### config.mk
export PLATFORM = sky130hd
export DESIGN_NAME = array_deque
export DESIGN_NICKNAME = d
export VERILOG_FILES = /design/src/hw/rtl/ad_pkg.sv /design/src/hw/rtl/ad_ram.sv /design/src/hw/rtl/ad_ctrl.sv /design/src/hw/rtl/ad_datapath.sv /design/src/hw/rtl/array_deque.sv
export SDC_FILE = /design/constraint.sdc
export NUM_CORES = 1
export LEC_CHECK = 0
export BUFFER_PORTS_ARGS = -buffer_cell sky130_fd_sc_hd__buf_4
export CELL_PAD_IN_SITES_DETAIL_PLACEMENT = 1
export CELL_PAD_IN_SITES_GLOBAL_PLACEMENT = 1
export CORE_MARGIN = 8
export CORE_UTILIZATION = 50
export DETAILED_ROUTE_END_ITERATION = 12
export PLACE_DENSITY = 0.75
export SLEW_MARGIN = 25
export SYNTH_ARGS = -nofsm -noshare
export SYNTH_HDL_FRONTEND = slang
export SYNTH_SLANG_ARGS = --single-unit
### constraint.sdc
create_clock -name clk -period 3.69 [get_ports clk]
set_input_delay 0.738 -clock clk [delete_from_list [all_inputs] [get_ports clk]]
set_output_delay 0.738 -clock clk [all_outputs]
set_load 0.01 [all_outputs]
### src/hw/rtl/ad_pkg.sv
// ad_pkg: shared constants, codes and types for the array deque
// depends on nothing; imported by every module of the block but ad_ram
`default_nettype none

package ad_pkg;

	localparam int DEPTH   = 8;
	localparam int PTR_W   = (DEPTH > 1) ? $clog2(DEPTH) : 1;
	localparam int CNT_W   = $clog2(DEPTH + 1);
	localparam int WORD_W  = 32;
	localparam int ACT_W   = 2;
	localparam int STAT_W  = 2;
	localparam int CAP_W   = 4;
	localparam int OCC_W   = 4;
	localparam int LIM_W   = (CNT_W > CAP_W) ? CNT_W : CAP_W;
	localparam logic [CAP_W-1:0] CAP_RESET = CAP_W'(5);

	typedef enum logic [ACT_W-1:0] {
		ACT_PUSH_FRONT = 2'd0,
		ACT_PUSH_BACK  = 2'd1,
		ACT_POP_FRONT  = 2'd2,
		ACT_POP_BACK   = 2'd3
	} action_t;

	typedef enum logic [STAT_W-1:0] {
		ST_OK        = 2'd0,
		ST_OVERFLOW  = 2'd1,
		ST_UNDERFLOW = 2'd2
	} status_t;

	typedef struct packed {
		logic exec;
	} ad_cmd_t;

endpackage

`default_nettype wire

### src/hw/rtl/ad_ram.sv
// ad_ram: generic single write port, single read port ram with registered read
// depends on nothing
`default_nettype none

module ad_ram #(
	parameter int WIDTH = 32,
	parameter int DEPTH = 8
) (
	input  wire logic                       clk,
	input  wire logic                       we,
	input  wire logic [$clog2(DEPTH)-1:0]   waddr,
	input  wire logic [WIDTH-1:0]           wdata,
	input  wire logic                       re,
	input  wire logic [$clog2(DEPTH)-1:0]   raddr,
	output logic      [WIDTH-1:0]           rdata
);

	logic [WIDTH-1:0] mem_q [DEPTH];

	always_ff @(posedge clk) begin
		if (we) begin
			mem_q[waddr] <= wdata;
		end
		if (re) begin
			rdata <= mem_q[raddr];
		end
	end

endmodule

`default_nettype wire

### src/hw/rtl/ad_ctrl.sv
// ad_ctrl: controller for the array deque, sequences accept and result cycles
// depends on ad_pkg
`default_nettype none

module ad_ctrl (
	input  wire logic            clk,
	input  wire logic            arst_n,
	input  wire logic            start,
	output logic                 busy,
	output logic                 done,
	output ad_pkg::ad_cmd_t      cmd
);

	import ad_pkg::*;

	typedef enum logic {
		S_IDLE,
		S_RESP
	} state_t;

	state_t state_q;

	always_ff @(posedge clk or negedge arst_n) begin
		if (!arst_n) begin
			state_q <= S_IDLE;
			done    <= 1'b0;
		end else begin
			unique case (state_q)
				S_IDLE: begin
					if (start) begin
						state_q <= S_RESP;
						done    <= 1'b1;
					end
				end
				S_RESP: begin
					state_q <= S_IDLE;
					done    <= 1'b0;
				end
				default: begin
					state_q <= S_IDLE;
					done    <= 1'b0;
				end
			endcase
		end
	end

	assign busy     = (state_q == S_RESP);
	assign cmd.exec = start && (state_q == S_IDLE);

endmodule

`default_nettype wire

### src/hw/rtl/ad_datapath.sv
// ad_datapath: pointers, fill count, capacity register and slot ram of the deque
// depends on ad_pkg and ad_ram
`default_nettype none

module ad_datapath (
	input  wire logic                        clk,
	input  wire logic                        arst_n,
	input  wire ad_pkg::ad_cmd_t             cmd,
	input  wire logic [ad_pkg::ACT_W-1:0]    action,
	input  wire logic signed [ad_pkg::WORD_W-1:0] value,
	input  wire logic                        wr_en,
	input  wire logic [ad_pkg::CAP_W-1:0]    wr_data,
	output logic [ad_pkg::STAT_W-1:0]        status,
	output logic signed [ad_pkg::WORD_W-1:0] popped,
	output logic [ad_pkg::OCC_W-1:0]         occupancy
);

	import ad_pkg::*;

	localparam logic [PTR_W-1:0] PTR_LAST = PTR_W'(DEPTH - 1);

	logic [PTR_W-1:0] head_q, tail_q, head_n, tail_n;
	logic [PTR_W-1:0] waddr, raddr;
	logic [CNT_W-1:0] fill_q, fill_n;
	logic [CAP_W-1:0] cap_q;
	logic [LIM_W-1:0] lim;
	logic             full, empty, we;
	status_t          stat, stat_q;
	logic             pop_ok, pop_ok_q;
	logic [WORD_W-1:0] rdata;

	function automatic logic [PTR_W-1:0] ptr_inc(input logic [PTR_W-1:0] p);
		return (p == PTR_LAST) ? '0 : p + PTR_W'(1);
	endfunction

	function automatic logic [PTR_W-1:0] ptr_dec(input logic [PTR_W-1:0] p);
		return (p == '0) ? PTR_LAST : p - PTR_W'(1);
	endfunction

	assign lim   = (LIM_W'(cap_q) > LIM_W'(DEPTH)) ? LIM_W'(DEPTH) : LIM_W'(cap_q);
	assign full  = LIM_W'(fill_q) >= lim;
	assign empty = (fill_q == '0);

	always_comb begin
		head_n = head_q;
		tail_n = tail_q;
		fill_n = fill_q;
		waddr  = tail_q;
		raddr  = head_q;
		we     = 1'b0;
		pop_ok = 1'b0;
		stat   = ST_OK;
		unique case (action_t'(action))
			ACT_PUSH_FRONT: begin
				waddr = ptr_dec(head_q);
				if (full) begin
					stat = ST_OVERFLOW;
				end else begin
					head_n = ptr_dec(head_q);
					fill_n = fill_q + CNT_W'(1);
					we     = 1'b1;
				end
			end
			ACT_PUSH_BACK: begin
				waddr = tail_q;
				if (full) begin
					stat = ST_OVERFLOW;
				end else begin
					tail_n = ptr_inc(tail_q);
					fill_n = fill_q + CNT_W'(1);
					we     = 1'b1;
				end
			end
			ACT_POP_FRONT: begin
				raddr = head_q;
				if (empty) begin
					stat = ST_UNDERFLOW;
				end else begin
					head_n = ptr_inc(head_q);
					fill_n = fill_q - CNT_W'(1);
					pop_ok = 1'b1;
				end
			end
			ACT_POP_BACK: begin
				raddr = ptr_dec(tail_q);
				if (empty) begin
					stat = ST_UNDERFLOW;
				end else begin
					tail_n = ptr_dec(tail_q);
					fill_n = fill_q - CNT_W'(1);
					pop_ok = 1'b1;
				end
			end
			default: begin
				stat = ST_OK;
			end
		endcase
	end

	always_ff @(posedge clk or negedge arst_n) begin
		if (!arst_n) begin
			head_q   <= '0;
			tail_q   <= '0;
			fill_q   <= '0;
			cap_q    <= CAP_RESET;
			stat_q   <= ST_OK;
			pop_ok_q <= 1'b0;
		end else begin
			if (wr_en) begin
				cap_q <= wr_data;
			end
			if (cmd.exec) begin
				head_q   <= head_n;
				tail_q   <= tail_n;
				fill_q   <= fill_n;
				stat_q   <= stat;
				pop_ok_q <= pop_ok;
			end
		end
	end

	ad_ram #(
		.WIDTH(WORD_W),
		.DEPTH(DEPTH)
	) u_slots (
		.clk   (clk),
		.we    (cmd.exec && we),
		.waddr (waddr),
		.wdata (value),
		.re    (cmd.exec),
		.raddr (raddr),
		.rdata (rdata)
	);

	assign status    = stat_q;
	assign popped    = pop_ok_q ? rdata : '0;
	assign occupancy = OCC_W'(fill_q);

endmodule

`default_nettype wire

### src/hw/rtl/array_deque.sv
// array_deque: top level of the double-ended queue over a circular slot ram
// depends on ad_pkg, ad_ctrl, ad_datapath
//
//   channel   handshake              payload
//   request   start, busy            action, value
//   result    done                   status, popped, occupancy
//   config    wr_en                  wr_data (capacity)
//
// an item is taken on start while busy is low; its result shows in the next cycle
// for one cycle with done, from the registered status and the registered read
// of the slot ram. busy is high in the result cycle. reset clears pointers and
// count, sets capacity to five, slot contents stay undefined; no clearing pass.
// the receiver cannot stall the result.
`default_nettype none

module array_deque (
	input  wire logic                             clk,
	input  wire logic                             arst_n,
	input  wire logic                             start,
	output logic                                  busy,
	input  wire logic [ad_pkg::ACT_W-1:0]         action,
	input  wire logic signed [ad_pkg::WORD_W-1:0] value,
	output logic                                  done,
	output logic [ad_pkg::STAT_W-1:0]             status,
	output logic signed [ad_pkg::WORD_W-1:0]      popped,
	output logic [ad_pkg::OCC_W-1:0]              occupancy,
	input  wire logic                             wr_en,
	input  wire logic [ad_pkg::CAP_W-1:0]         wr_data
);

	import ad_pkg::*;

	ad_cmd_t cmd;

	ad_ctrl u_ctrl (
		.clk    (clk),
		.arst_n (arst_n),
		.start  (start),
		.busy   (busy),
		.done   (done),
		.cmd    (cmd)
	);

	ad_datapath u_dp (
		.clk       (clk),
		.arst_n    (arst_n),
		.cmd       (cmd),
		.action    (action),
		.value     (value),
		.wr_en     (wr_en),
		.wr_data   (wr_data),
		.status    (status),
		.popped    (popped),
		.occupancy (occupancy)
	);

endmodule

`default_nettype wire

==> flow_metrics.tcl <==
set metrics [dict create \
    status "complete, no violations" \
    cp.required_ns 3.93 \
    synth.most_common_cell "edfxtp_1" \
    start_util 0.509 \
    cts-root-buf "clkbuf_16" \
    slowest_stage "dfstp_2" \
    port_buffers 81 \
    syn-cell-area_um2 12800 \
    skew_ns 0.0102 \
    synth_edf_count 288 \
    hold_buffers 0 \
    path_class "register to register" \
    avgSynthCellArea_um2 17.9 \
    clk_latency_ns 0.55 \
    period_share 0.779 \
    yosysTopAreaCell "edfxtp_1" \
    yosysTopAreaCellShare 0.677 \
    end_kind "register" \
    ys_ff_latch 307 \
    vias_per_cell 5.50 \
    gr-total-overflow 0 \
    yosys_warnings 0 \
    place_inst 1115 \
    cts_buffers 31 \
    synthTopCellsByArea "edfxtp_1 68%, mux2i_1 16%, dfrtp_1 3.3%, mux2_2 3.3%, and2_1 1.6%" \
    power_switching_mw 3.09 \
    crit_fanout 25 \
    synth_commonest_cells "288 x edfxtp_1, 198 x mux2i_1, 37 x mux2_2" \
    seqPwrFrac 0.419 \
    power.leakage_nw 5.77 \
    syn_inst 712 \
    postCtsSetupBuffers 0 \
    power.internal_mw 7.36 \
    cpPeakStageDelay_ns 0.53 \
    rsz0062_at_grt "false" \
    cts_sinks 307 \
    hold_class "input port to asynchronous set/reset pin" \
    ys_types 40 \
    worstMarginPinSlew_ns 0.787 \
    cp.arrival_ns 3.11 \
    p_per_area_nw_per_um2 709 \
    htreeDepth 1 \
    drive_above_1_share 0.241 \
    rows 58 \
    drtIter0Drc 332 \
    wl_per_cell_um 23.5 \
    ys.flop_type "edfxtp_1" \
    ioPinCount 82 \
    synth_fp_nets 769 \
    slew_headroom 0.475 \
    drc 0 \
    fin_cells 1173 \
    cts_tree "yes" \
    p_clk_frac 0.280 \
    async_flop_share 0.0619 \
    drv_cap 0 \
    grt_pass1_wl_um 42700 \
    cts_resized 0 \
    drtPass1Iterations 4 \
    first_global_vias 7341 \
    grt_util_all_layers 0.178 \
    hold_viol_final 0 \
    die_h_um 176 \
    yosysSeqAreaShare 0.715 \
    via_count 6453 \
    coreArea_um2 25100 \
    finalSetupViolCount 0 \
    utilization 0.587 \
    fin_setup_tns_ns 0 \
    finalCriticalPeriod_ns 2.88 \
    grt_max_degree 53 \
    wirelength_um 27600 \
    swShare 0.296 \
    slew_viol_final 0 \
    path_cells "nor2b_1 > ha_1 > nor3b_1 > o211ai_1 > nor2_1 > nand2_1 > nor2_4 > buf_12" \
    fillCellCount 2302 \
    power_frac_comb 0.300 \
    clk_pin_slew_ns 0.06 \
    syn2layout_area_growth_pct 15.3 \
    grt_antenna_before_repair 2 \
    ctsLongestPathBuffers 3 \
    ant_nets 0 \
    gp_congestion 0.734 \
    timing.fmax_ghz 0.348 \
    die_x_um 176 \
    dp_hpwl_um 16500 \
    cp-start-kind "register" \
    dieArea_um2 30900 \
    num-nets-final 875 \
    peakVddDrop_mv 0.385 \
]
==> critical path: cells and delay by family, from the launching register on <==
family | cells | cell delay, ns
buffers and inverters | 1 | 0.26
AOI/OAI and AO/OA | 1 | 0.19
DFF | 1 | 0.53
adders and majority gates | 1 | 0.25
and+or+nand+nor | 5 | 1.31
==> layer usage <==
metal | routed length, µm | vias up | global-route usage | share of wire
met5 | 13 | - | 0 | 0.00047
met4 | 520 | 2 | 0.0470 | 0.019
met3 | 1330 | 43 | 0.0329 | 0.048
met2 | 14300 | 158 | 0.314 | 0.52
met1 | 11500 | 3318 | 0.221 | 0.42
li1 | - | 2932 | - | -
==> final timing paths <==
check                               from                   endpoint  slack [ns]  cells past startpoint
min in group clk                   wr_en              u_dp.cap_q[3]        0.41                      2
max reg2reg                u_dp.cap_q[0]  u_dp.u_slots.mem_q[0][15]        0.81                      8
max                        u_dp.cap_q[0]  u_dp.u_slots.mem_q[0][15]        0.81                      8
min                               arst_n          u_dp.occupancy[3]        0.06                      1
min reg2reg                  u_ctrl.busy                u_ctrl.done        0.45                      1
max in group asynchronous         arst_n              u_dp.cap_q[2]        3.36                      1
==> layout make-up <==
cell class	instances	area, µm²	area share
clock buffers	38	802	0.0545
inverters	9	33.8	0.00229
diodes	1	2.50	0.000170
flip-flops and latches	307	9130	0.620
well taps	330	413	0.0280
clock inverters	19	141	0.00960
multi-input cells	364	3350	0.227
repair buffers	105	863	0.0586
==> metrics by stage <==
step           hold slack (ns)  power, mW  cell area [µm²]  setup WS [ns]
6_report                0.0590       10.4            14700          0.814
3_3_place_gp             0.432       7.44            13800           1.01
4_1_cts                 0.0451       10.6            14700          0.779
3_5_place_dp             0.449       7.61            13800          0.810
5_1_grt                 0.0514       10.9            14700          0.636
2_1_floorplan            0.442       6.86            12800          0.423
==> kinds of logic after synthesis <==
kind of cell / Yosys count / synth area share
buffers and inverters: 41 / 0.0297
and+or+nand+nor: 80 / 0.0332
DFF: 307 / 0.715
AOI/OAI and AO/OA: 28 / 0.0151
xor gates and xnor gates: 5 / 0.00343
adders and majority gates: 15 / 0.0153
muxes: 236 / 0.189
==> cells in the final DEF, fill, tap and decap left out, types with 3 or more instances in the layout <==
master and count:
a21oi_1 8, and2_1 32, buf_12 6, buf_4 99, clkbuf_1 7, clkbuf_16 31
clkinv_1 8, clkinv_2 7, dfrtp_1 17, edfxtp_1 288, ha_1 14, inv_1 8
mux2_2 37, mux2i_1 198, nand2_1 19, nand2b_1 3, nor2_1 8, nor2_4 8
o21ai_0 7, xnor2_1 4
==> power groups by stage <==
| stage | registers [mW] | logic (mW) | clock network, mW |
|---|---|---|---|
| 2_1_floorplan | 4.39 | 2.47 | 0 |
| 3_3_place_gp | 4.43 | 3.01 | 0 |
| 3_5_place_dp | 4.45 | 3.16 | 0 |
| 4_1_cts | 4.38 | 3.19 | 2.98 |
| 5_1_grt | 4.41 | 3.38 | 3.10 |
| 6_report | 4.38 | 3.14 | 2.93 |
==> sequential cells by signal (all words and copies together) (netlist names) <==
name / cells
u_dp.status: 2
u_dp.cap_q: 4
u_dp.u_slots.mem_q: 256
u_ctrl.done: 1
u_dp.u_slots.rdata: 32
u_ctrl.busy: 1
u_dp.head_q: 3
u_dp.occupancy: 4
u_dp.tail_q: 3
u_dp.pop_ok_q: 1
Note: power is estimated with default switching activity, not from simulation.
